[src/hw/rtl/cbf_pkg.sv]
package cbf_pkg;

    localparam int COORD_W = 32;
    localparam int EXT_W   = 31;
    localparam int CNT_W   = 7;

    localparam logic [EXT_W-1:0] ONE_Q16   = 31'd65536;
    localparam logic [CNT_W-1:0] SAT_COUNT = 7'd64;

    typedef logic signed [COORD_W-1:0] coord_t;

    // Points are stored as x0, y0, x1, y1, x2, y2, x3, y3.
    typedef struct packed {
        coord_t [7:0]     pts;
        logic [CNT_W-1:0] count;
    } seg_t;

    typedef struct packed {
        logic full;
        logic empty;
    } q_status_t;

endpackage

[src/hw/rtl/cbf_queue.sv]
module cbf_queue
    import cbf_pkg::*;
(
    input  logic      clk,
    input  logic      rst_n,
    input  logic      wr,
    input  seg_t      wdata,
    input  logic      rd,
    output seg_t      rdata,
    output q_status_t status
);

    seg_t       mem_reg [2];
    logic       wptr_reg;
    logic       rptr_reg;
    logic [1:0] cnt_reg;
    logic       do_wr;
    logic       do_rd;

    assign do_wr = wr && (cnt_reg != 2'd2);
    assign do_rd = rd && (cnt_reg != 2'd0);
    assign rdata = mem_reg[rptr_reg];
    assign status.full  = (cnt_reg == 2'd2);
    assign status.empty = (cnt_reg == 2'd0);

    always_ff @(posedge clk)
    begin
        if (do_wr)
        begin
            mem_reg[wptr_reg] <= wdata;
        end
    end

    always_ff @(posedge clk or negedge rst_n)
    begin
        if (!rst_n)
        begin
            wptr_reg <= 1'b0;
            rptr_reg <= 1'b0;
            cnt_reg  <= 2'd0;
        end
        else
        begin
            if (do_wr)
            begin
                wptr_reg <= ~wptr_reg;
            end
            if (do_rd)
            begin
                rptr_reg <= ~rptr_reg;
            end
            cnt_reg <= cnt_reg + {1'b0, do_wr} - {1'b0, do_rd};
        end
    end

endmodule

[config.mk]
export PLATFORM = sky130hd
export DESIGN_NAME = cbf_queue
export DESIGN_NICKNAME = d
export VERILOG_FILES = /design/src/hw/rtl/cbf_pkg.sv /design/src/hw/rtl/cbf_queue.sv
export SDC_FILE = /design/constraint.sdc
export NUM_CORES = 1
export LEC_CHECK = 0
export BUFFER_PORTS_ARGS = -buffer_cell sky130_fd_sc_hd__buf_2
export CAP_MARGIN = 20
export CORE_MARGIN = 2
export CORE_UTILIZATION = 40
export DETAILED_ROUTE_END_ITERATION = 8
export GPL_TIMING_DRIVEN = 0
export HOLD_SLACK_MARGIN = 0.03
export SLEW_MARGIN = 0
export SYNTH_ARGS = -nofsm -noshare
export SYNTH_HDL_FRONTEND = slang
export SYNTH_SLANG_ARGS = --single-unit
[constraint.sdc]
create_clock -name clk -period 14.69 [get_ports clk]
set_input_delay 1.469 -clock clk [delete_from_list [all_inputs] [get_ports clk]]
set_output_delay 1.469 -clock clk [all_outputs]
set_load 0.02 [all_outputs]
==> results.md <==
- The run finished with clean final reports.
- The combined buffer and inverter count along the critical path is 3.
- The layout overhead on the synthesized area is 28.3%.
- The hold buffer count at CTS is 0.
- The total routed wirelength is 43400 µm.
- The number of buffers inserted during clock tree synthesis is 55.
- The most frequent standard cell in the layout excluding fill and tap cells is sky130_fd_sc_hd__buf_2.
- The maximum vdd ir drop is 0.000134 V.
- Net switching is 32.7% of the power.
- The initial detailed-routing violation count is 495.
- The maximum net fanout on the critical path is 10.
- The top cell types in the final layout, fill and taps aside, are sky130_fd_sc_hd__buf_2 (531), sky130_fd_sc_hd__edfxtp_1 (526), sky130_fd_sc_hd__mux2_2 (263).
- The die covers 50100 µm².
- The via count of the first global-routing pass is 10591.
- The number of max-slew violations in the final report was 0.
- The number of fill cells is 3966.
- The slew at the pin closest to its max-slew limit is 0.767 ns.
- The worst setup path is captured at an output port.
- The finished layout holds 2104 standard cells, fillers aside.
- The total number of vias is 10008.
- The count of cells resized by post-cts repair is 0.
- Static timing analysis puts the maximum clock frequency at 0.285 GHz.
- The post-detailed-route DRC marker count is 0.
- After legalization and detailed placement, the total HPWL measured 31400 µm.
- The largest area contributor in the synthesized netlist is sky130_fd_sc_hd__edfxtp_1.
- Once detail routing completed, the nets flagged for antenna violations numbered 0.
- The post-layout minimum cycle time is 3.51 ns.
- The clock tree root driver cell is sky130_fd_sc_hd__clkbuf_16.
- In this run the mean area of a mapped cell was 23.1 µm².
- Entering global routing, the biggest net connects 64 pins.
- The sequential group share of total power is 40.5%.
- The total area inside the core boundary comes to 47700 µm².
- Per report_power, the combinational group accounts for 35.5% of the total.
- The number of buffers added for setup after CTS is 0.
- The count of buffers added on input and output ports is 531.
- Global routing consumed, on the met3 layer, 7.75% of the routing resources.
- The combined area of all synthesized cells is 19300 µm².
- The worst setup path is launched from a register.
- The initial cell density of the core is 40.5%.
- Setup repair after global routing left no endpoint under its margin.
- The hold violation count in the final report was 0.
- By area the synthesized netlist is led by sky130_fd_sc_hd__edfxtp_1 (82%), sky130_fd_sc_hd__mux2_2 (15%), sky130_fd_sc_hd__clkbuf_8 (1.5%).
- The met2 track utilization from global routing is 29.0%.
- The number of max-cap violations is 0.
- The final worst-path cycle share is 23.9%.
- Clock-pin slew was measured on the worst setup and hold paths at 0.05 ns.
- The sequential element share of the synthesized area is 82.2%.
- The total internal power is 3.53 mW.
- For this run, the post-layout net count is 1708.
- In this run the biggest area consumer among cell types represents 81.7% of the synthesized area.
- The placer congestion estimate is 0.744.
- The critical path's largest stage delay is 0.40 ns.
- The maximum clock skew at final layout is 0.0164 ns.
- The die extent in y is 224 µm.
- The family of cells with the greatest summed delay on the critical path is buffers and inverters.
- Yosys mapped the design onto 14 distinct sky130hd cell types.
- Measured along the x axis, the die boundary spans 224 µm.
- The path category of the worst min-delay check is reg2reg.
- The wire length per cell is 20.7 µm.
- The power density over the cells is 211 nW/µm².
- The number of standard cells after synthesis is 836.
- The global routing usage summed across all routing layers is 17.0%.
- The clock reaches the later pin of the worst-skew pair after 0.58 ns.
- TritonCTS built the clock tree.
- The leakage power of the design is 9.27 nW.
- In this run, the clock network consumes 24.0% of the power.
- The library cell contributing the largest single delay on the critical path is sky130_fd_sc_hd__dfrtp_1.
- The critical path data arrival time is 2.04 ns.
- The depth of the CTS H-tree is 2.
- The worst slew margin relative to its limit is 48.7%.
- Dividing the detail-routed via count by the number of cells gives 4.76.
- The residual overflow from global routing is 0.
- The total of flip-flops plus latches after synthesis is 530.
- The critical path goes through buf_6, clkbuf_8, mux2_2, buf_2.
- In the final layout, the share of cells above drive strength 1 is 61.4%.
- The number of buffers on the longest clock path is 3.
- The setup-violating endpoint count in the final report is 0.
- met2 is the most crowded layer.
- The category of the critical setup timing path is reg2out.
- The power spent charging and discharging nets is 1.71 mW.
- The flip-flop count of the largest register after layout is 526.
- The global-route wire length before repair is 63300 µm.
- The initialized floorplan defines 80 standard-cell rows.
- Data on the critical path is required at its endpoint by 13.22 ns.
- The number of antenna violations at the first check in global routing is 17.
- The number of nets handed over by synthesis was 1105.
- The number of iterations in the first detailed-routing pass is 4.
- Clock tree synthesis found a total of 530 sinks.
- Summed over all failing endpoints, the final setup total negative slack is 0 ns.
- Global routing used 18.4% of the available met1 tracks.
- The count of synthesis-stage warnings from yosys is 0.
- The number of placed instances, taps included, is 1997.
- For this design the top-level I/O count stands at 532.
## metal layers
metal  part of all wire (%)  wire length (µm)
met1                     36             15600
met2                     50             21800
met3                     11              4780
met4                    2.8              1240
met5                   0.23               102
## power by group through the flow
stage               Clock [mW]  Combinational [mW]  Sequential, mW
detailed placement           0                1.89            2.16
global placement             0                1.80            2.38
CTS                       1.30                1.90            2.13
floorplan                    0                1.20            2.28
global route              1.35                1.98            2.15
finish                    1.26                1.86            2.12
## metrics by stage
stage / hold slack, ns / utilization [%] / power [mW] / setup slack [ns] / cell area, µm²
floorplan: 0.461 / - / 3.48 / 1.34 / 19300
global placement: 0.477 / 47.7 / 4.18 / -5.49 / 22800
detailed placement: 0.500 / 48.5 / 4.05 / 10.98 / 23100
CTS: 0.511 / 51.9 / 5.32 / 11.05 / 24800
global route: 0.551 / 51.9 / 5.48 / 11.05 / 24800
finish: 0.503 / 52.0 / 5.24 / 11.18 / 24800
## path summary, 6_finish.rpt
check / cells past startpoint / to / from / slack, ns
worst min register to register: 1 / cnt_reg[1]$_DFF_PN0_ / cnt_reg[1]$_DFF_PN0_ / 0.50
min in group asynchronous: 1 / wptr_reg$_DFFE_PN0P_ / rst_n / 0.69
worst max register to register: 8 / mem_reg[0][146]$_DFFE_PP_ / cnt_reg[1]$_DFF_PN0_ / 12.03
worst max-delay path: 4 / rdata[118] / rptr_reg$_DFFE_PN0P_ / 11.18
worst min-delay path: 1 / cnt_reg[1]$_DFF_PN0_ / cnt_reg[1]$_DFF_PN0_ / 0.50
max in group asynchronous: 1 / rptr_reg$_DFFE_PN0P_ / rst_n / 13.87
## layout make-up
class / instances / area (µm²) / area share [%]
Multi-Input combinational cell: 275 / 3060 / 12.4
Tap cell: 615 / 769 / 3.10
Timing Repair Buffer: 546 / 3030 / 12.2
Buffer: 29 / 379 / 1.53
Clock buffer: 72 / 1480 / 5.98
Clock inverter: 26 / 151 / 0.610
Antenna cell: 9 / 22.5 / 0.0908
Inverter: 2 / 7.51 / 0.0303
Sequential cell: 530 / 15900 / 64.1
## logic make-up (layout without fill, tap and decap cells)
kind of cell	Yosys count	in the layout	synth area share (%)
XOR/XNOR	4	4	0.181
other	0	9	0
flip-flops	530	530	82.2
buffers and inverters	31	675	2.00
multiplexers	263	263	15.3
adder cells (fa/ha/maj)	2	2	0.129
AND/OR/NAND/NOR	6	6	0.155
## Yosys cell counts
| master | count |
|---|---|
| sky130_fd_sc_hd__edfxtp_1 | 526 |
| sky130_fd_sc_hd__mux2_2 | 263 |
| sky130_fd_sc_hd__clkbuf_8 | 21 |
| sky130_fd_sc_hd__xor2_1 | 1 |
| sky130_fd_sc_hd__xnor2_1 | 3 |
| sky130_fd_sc_hd__nand2b_1 | 1 |
| sky130_fd_sc_hd__nand2_1 | 1 |
| sky130_fd_sc_hd__buf_6 | 8 |
| sky130_fd_sc_hd__inv_1 | 2 |
| sky130_fd_sc_hd__and3_1 | 1 |
| sky130_fd_sc_hd__nor2_1 | 2 |
| sky130_fd_sc_hd__ha_1 | 2 |
| sky130_fd_sc_hd__nor2b_1 | 1 |
| sky130_fd_sc_hd__dfrtp_1 | 4 |
## worst register-to-register path, delay by kind of cell (launching register included)
kind | cells | cell delay [ns]
flip-flops | 1 | 0.40
buffers and inverters | 5 | 1.04
AND/OR/NAND/NOR | 3 | 0.89
Note: power is estimated with default switching activity, not from simulation.
