`src/hw/rtl/cbf_pkg.sv`:
```
package cbf_pkg;

    localparam int COORD_W = 32;
    localparam int EXT_W   = 31;
    localparam int CNT_W   = 7;

    localparam logic [EXT_W-1:0] ONE_Q16   = 31'd65536;
    localparam logic [CNT_W-1:0] SAT_COUNT = 7'd64;

    typedef logic signed [COORD_W-1:0] coord_t;

    // Points are stored as x0, y0, x1, y1, x2, y2, x3, y3.
    typedef struct packed {
        coord_t [7:0]     pts;
        logic [CNT_W-1:0] count;
    } seg_t;

    typedef struct packed {
        logic full;
        logic empty;
    } q_status_t;

endpackage

```
`src/hw/rtl/cbf_back.sv`:
```
module cbf_back
    import cbf_pkg::*;
(
    input  logic      clk,
    input  logic      rst_n,
    input  q_status_t q_status,
    input  seg_t      q_rdata,
    output logic      q_rd,
    output logic      empty,
    input  logic      pop,
    output coord_t    point_x,
    output coord_t    point_y,
    output logic      last_point
);

    localparam logic [2:0] B_IDLE = 3'd0;
    localparam logic [2:0] B_W1   = 3'd1;
    localparam logic [2:0] B_W2   = 3'd2;
    localparam logic [2:0] B_MAC  = 3'd3;
    localparam logic [2:0] B_PREP = 3'd4;
    localparam logic [2:0] B_DIV  = 3'd5;
    localparam logic [2:0] B_OUT  = 3'd6;

    localparam int WGT_W = 21;
    localparam int ACC_W = 52;

    logic [2:0]              state_reg;
    logic [2:0]              state_next;
    coord_t [7:0]            pts_reg;
    logic [CNT_W-1:0]        n_reg;
    logic [CNT_W-1:0]        i_reg;
    logic [13:0]             a2_reg;
    logic [13:0]             b2_reg;
    logic [13:0]             n2_reg;
    logic [18:0]             n3_reg;
    logic [WGT_W-1:0]        w_reg [4];
    logic [2:0]              k_reg;
    logic signed [ACC_W-1:0] accx_reg;
    logic signed [ACC_W-1:0] accy_reg;
    logic [19:0]             remx_reg;
    logic [19:0]             remy_reg;
    logic [31:0]             lowx_reg;
    logic [31:0]             lowy_reg;
    logic [31:0]             qx_reg;
    logic [31:0]             qy_reg;
    logic [19:0]             div_reg;
    logic [4:0]              cnt_reg;
    logic                    out_valid_reg;
    coord_t                  px_reg;
    coord_t                  py_reg;
    logic                    last_reg;

    logic [CNT_W-1:0]        a_val;
    logic signed [WGT_W+32:0] prod;
    logic signed [ACC_W-1:0] bias;
    logic [53:0]             dvx;
    logic [53:0]             dvy;
    logic [20:0]             tx;
    logic [20:0]             ty;
    logic                    room;
    logic                    load;

    assign a_val = n_reg - i_reg;
    assign prod  = $signed({1'b0, w_reg[k_reg[2:1]]}) * pts_reg[k_reg];
    assign bias  = $signed({2'b00, n3_reg, 31'd0});
    assign dvx   = {1'b0, 52'(unsigned'(accx_reg + bias)), 1'b0}
                 + {35'd0, n3_reg};
    assign dvy   = {1'b0, 52'(unsigned'(accy_reg + bias)), 1'b0}
                 + {35'd0, n3_reg};
    assign tx    = {remx_reg, lowx_reg[31]};
    assign ty    = {remy_reg, lowy_reg[31]};

    assign room  = !out_valid_reg || pop;
    assign load  = (state_reg == B_OUT) && room;
    assign q_rd  = (state_reg == B_IDLE) && !q_status.empty;

    assign empty      = !out_valid_reg;
    assign point_x    = px_reg;
    assign point_y    = py_reg;
    assign last_point = last_reg;

    always_comb
    begin
        state_next = state_reg;
        case (state_reg)
            B_IDLE: if (!q_status.empty) state_next = B_W1;
            B_W1:   state_next = B_W2;
            B_W2:   state_next = B_MAC;
            B_MAC:  if (k_reg == 3'd7) state_next = B_PREP;
            B_PREP: state_next = B_DIV;
            B_DIV:  if (cnt_reg == 5'd0) state_next = B_OUT;
            B_OUT:  if (room) state_next = (i_reg == n_reg) ? B_IDLE : B_W1;
            default: state_next = B_IDLE;
        endcase
    end

    always_ff @(posedge clk or negedge rst_n)
    begin
        if (!rst_n)
        begin
            state_reg     <= B_IDLE;
            out_valid_reg <= 1'b0;
        end
        else
        begin
            state_reg <= state_next;
            if (load)
            begin
                out_valid_reg <= 1'b1;
            end
            else if (pop)
            begin
                out_valid_reg <= 1'b0;
            end
        end
    end

    always_ff @(posedge clk)
    begin
        if (load)
        begin
            px_reg   <= {~qx_reg[31], qx_reg[30:0]};
            py_reg   <= {~qy_reg[31], qy_reg[30:0]};
            last_reg <= (i_reg == n_reg);
        end
        case (state_reg)
            B_IDLE:
            begin
                pts_reg <= q_rdata.pts;
                n_reg   <= q_rdata.count;
                i_reg   <= CNT_W'(1);
            end
            B_W1:
            begin
                a2_reg <= a_val * a_val;
                b2_reg <= i_reg * i_reg;
                n2_reg <= n_reg * n_reg;
            end
            B_W2:
            begin
                w_reg[0] <= WGT_W'(a2_reg) * WGT_W'(a_val);
                w_reg[1] <= WGT_W'(a2_reg) * WGT_W'(i_reg) * WGT_W'(3);
                w_reg[2] <= WGT_W'(b2_reg) * WGT_W'(a_val) * WGT_W'(3);
                w_reg[3] <= WGT_W'(b2_reg) * WGT_W'(i_reg);
                n3_reg   <= 19'(n2_reg) * 19'(n_reg);
                k_reg    <= 3'd0;
                accx_reg <= '0;
                accy_reg <= '0;
            end
            B_MAC:
            begin
                k_reg <= k_reg + 3'd1;
                if (k_reg[0])
                begin
                    accy_reg <= accy_reg + ACC_W'(prod);
                end
                else
                begin
                    accx_reg <= accx_reg + ACC_W'(prod);
                end
            end
            B_PREP:
            begin
                remx_reg <= dvx[51:32];
                remy_reg <= dvy[51:32];
                lowx_reg <= dvx[31:0];
                lowy_reg <= dvy[31:0];
                div_reg  <= {n3_reg, 1'b0};
                cnt_reg  <= 5'd31;
            end
            B_DIV:
            begin
                cnt_reg  <= cnt_reg - 5'd1;
                lowx_reg <= {lowx_reg[30:0], 1'b0};
                lowy_reg <= {lowy_reg[30:0], 1'b0};
                if (tx >= {1'b0, div_reg})
                begin
                    remx_reg <= 20'(tx - {1'b0, div_reg});
                    qx_reg   <= {qx_reg[30:0], 1'b1};
                end
                else
                begin
                    remx_reg <= tx[19:0];
                    qx_reg   <= {qx_reg[30:0], 1'b0};
                end
                if (ty >= {1'b0, div_reg})
                begin
                    remy_reg <= 20'(ty - {1'b0, div_reg});
                    qy_reg   <= {qy_reg[30:0], 1'b1};
                end
                else
                begin
                    remy_reg <= ty[19:0];
                    qy_reg   <= {qy_reg[30:0], 1'b0};
                end
            end
            B_OUT:
            begin
                if (room)
                begin
                    i_reg <= i_reg + CNT_W'(1);
                end
            end
            default: ;
        endcase
    end

    a_index_range: assert property (@(posedge clk) disable iff (!rst_n)
        (state_reg != B_IDLE) |-> (i_reg != '0) && (i_reg <= n_reg))
        else $error("point index outside the segment's count");

    a_out_hold: assert property (@(posedge clk) disable iff (!rst_n)
        (state_reg == B_OUT) && !room |=> (state_reg == B_OUT))
        else $error("finished point dropped while the output was full");

    a_last_idle: assert property (@(posedge clk) disable iff (!rst_n)
        load && (i_reg == n_reg) |=> (state_reg == B_IDLE))
        else $error("sequencer kept running after the last point");

endmodule
```
`config.mk`:
```
export PLATFORM = sky130hd
export DESIGN_NAME = cbf_back
export DESIGN_NICKNAME = d
export VERILOG_FILES = /design/src/hw/rtl/cbf_pkg.sv /design/src/hw/rtl/cbf_back.sv
export SDC_FILE = /design/constraint.sdc
export NUM_CORES = 2
export LEC_CHECK = 0
export BUFFER_PORTS_ARGS = -buffer_cell sky130_fd_sc_hd__buf_4
export CAP_MARGIN = 20
export CORE_MARGIN = 1
export CORE_UTILIZATION = 50
export CTS_CLUSTER_SIZE = 25
export DETAILED_ROUTE_END_ITERATION = 16
export PLACE_DENSITY = 0.69
export SKIP_CTS_REPAIR_TIMING = 1
export SYNTH_ARGS = -nofsm -noshare
export SYNTH_HDL_FRONTEND = slang
export SYNTH_SLANG_ARGS = --single-unit
```
`constraint.sdc`:
```
create_clock -name clk -period 10.3 [get_ports clk]
set_input_delay 1.545 -clock clk [delete_from_list [all_inputs] [get_ports clk]]
set_output_delay 1.545 -clock clk [all_outputs]
set_load 0.01 [all_outputs]
```
==> out/qor.csv <==
metric,value,unit
synthToLayoutAreaGrowth,17.1,%
cts_tree,yes,
cp_data_required_time,10730,ps
syn-instance-count,7802,
synthMuxAreaShare,3.45,%
finalSetupViolations,3,
dp_hpwl,174,mm
synth_compound_area_share,9.05,%
clockRootBuffer,clkbuf_16,
finalHoldViolCount,0,
fin_nets,10500,
hp-class,reg -> reg,
dieWidth,403,um
synth.top_cell.area_share,28.8,%
first_iter_violations,4226,
arrival,10820,ps
post-place-ws,-412,ps
grt_pass1_vias,61900,
finalNonFillerCells,10800,
synth_top_family_by_area,adder cells,
maxSlewViolCount,0,
fmax,96.3,MHz
ys_seq_area_share,29.0,%
ys_ff_latch,779,
synth_area_leaders,"edfxtp_1 29%, fa_1 24%, ha_1 10%",
ant_nets,0,
num_rows,146,
slowest_stage,fa_2,
initial_core_util,50.6,%
io_pins,335,
worst_pin_slew,1100,ps
viasPerCell,5.57,
path_class,reg -> reg,
layout_min_cycle_time,10390,ps
synth_commonest_cells,"1043 x inv_1, 980 x fa_1, 925 x nand2_1",
synthArstFlopShare,0.513,%
cts.sinks,779,
yosysMostFrequentCell,inv_1,
setup_ws,-88.3,ps
die_area,163000,um^2
avgSynthCellArea,10.3,um^2
numCtsBuffers,88,
die_h,403,um
cts-htree-levels,3,
relSlewSlack,26.6,%
overflow,0,
dp.cells,10600,
grt_setup_unrepaired,yes,
routed_wl,220,mm
largest_reg_flops,256,
grt.total_usage,26.9,%
cpPeakStageDelay,600,ps
clock_path_buffers,3,
crit_path_end_kind,flop,
routedWlPerCell,20.3,um
route.detailed.drc,0,
vias,60300,
fin_skew,37.7,ps
worst_setup_path_start_kind,flop,
gp_congestion,0.960,
synth_warnings,0,
synth_ff_type,edfxtp_1,
yosysUniqueCellTypes,96,
synth-adder-area-share,34.6,%
synth_xor_area_share,4.99,%
synth_top_cell_by_area,edfxtp_1,
post-route-util,59.2,%
placement.io_buffers,333,
synth_edf_count,773,
drt_first_pass_iters,6,
worst-path-max-fanout,9,
status,"complete, but fails checks",
grt_first_pass_wirelength,340,mm
clk_pin_slew,60,ps
post-route-period-util,101,%
antenna_found_initial,3,
drive_gt1_share,16.9,%
cap_viol_max_count,0,
grt_max_degree,125,
coreArea,159000,um^2
clk_latency,720,ps
violations,setup timing,
synth_area,80500,um^2
synth-simple-area-share,12.7,%
cell usage in the layout, fill, tap and decap left out, types with 30 or more instances in the layout:
master	n
nand2_1	918
ha_1	630
xnor2_1	298
o21ai_1	38
a211oi_1	31
and2_1	178
nor3_1	73
mux2i_1	42
clkbuf_16	91
mux4_2	71
o21a_1	70
a31oi_1	30
fa_1	958
o21ai_0	194
and3_1	49
o21bai_1	67
nor2b_1	85
mux2_2	47
o211ai_1	46
buf_4	905
inv_1	1038
buf_12	49
edfxtp_1	773
a21oi_1	304
nand4_1	38
nand3_1	73
nand2b_1	73
nor2_1	673
xor2_1	146
a21o_1	140
area by class of cell:
| type | instances | area, um^2 |
|---|---|---|
| Fill cell | 13100 | 64900 |
| Multi-Input combinational cell | 5718 | 53300 |
| Sequential cell | 779 | 23400 |
| Timing Repair Buffer | 975 | 8010 |
| Inverter | 1045 | 3940 |
| Tap cell | 2146 | 2690 |
| Clock buffer | 108 | 2340 |
| Clock inverter | 55 | 598 |
| Antenna cell | 3 | 7.51 |
routing by layer:
layer	global-route usage, %	share of wire, %	vias to the layer above
met4	11.3	4.7	2
met1	34.7	41	30200
met5	0	0.0059	-
li1	-	-	27600
met2	45.4	48	1990
met3	3.89	6.4	490
logic make-up (layout without fill, tap and decap cells):
group,Yosys count,count (layout)
simple gates,2293,2293
flops,779,779
fa+ha+maj,1636,1636
mux,179,179
compound gates,1132,1132
other cells,2,24
buf+inv,1324,2183
xor+xnor,457,457
critical path: cells and delay by family (launching register included):
kind | cells | cell delay (ps)
AND/OR/NAND/NOR | 9 | 1420
buffers and inverters | 9 | 1210
XOR/XNOR | 1 | 130
AO/OA/AOI/OAI | 11 | 2110
adder cells (fa/ha/maj) | 9 | 4030
flip-flops | 1 | 390
multiplexers | 2 | 760
stage by stage:
step / instance area, um^2 / TNS [ps] / hold WS, ps
2_1_floorplan: 80600 / 0 / 421
3_3_place_gp: 89800 / -2180 / 426
3_5_place_dp: 89800 / -2210 / 431
4_1_cts: 92700 / -3330 / 450
5_1_grt: 94200 / -4700 / 454
6_report: 94200 / -148 / 446
final timing paths:
path	slack (ps)	depth (start not counted)	to	startpoint
max in group asynchronous	9540	1	state_reg[1]	rst_n
min in group asynchronous	630	1	state_reg[2]	rst_n
max	-90	41	accx_reg[50]	k_reg[0]
min reg2reg	450	0	qy_reg[30]	qy_reg[29]
min	450	0	qy_reg[30]	qy_reg[29]
max reg2reg	-90	41	accx_reg[50]	k_reg[0]
Power is not shown: default switching activity piles up to over one toggle a cycle in this logic, so the estimate is an artifact.
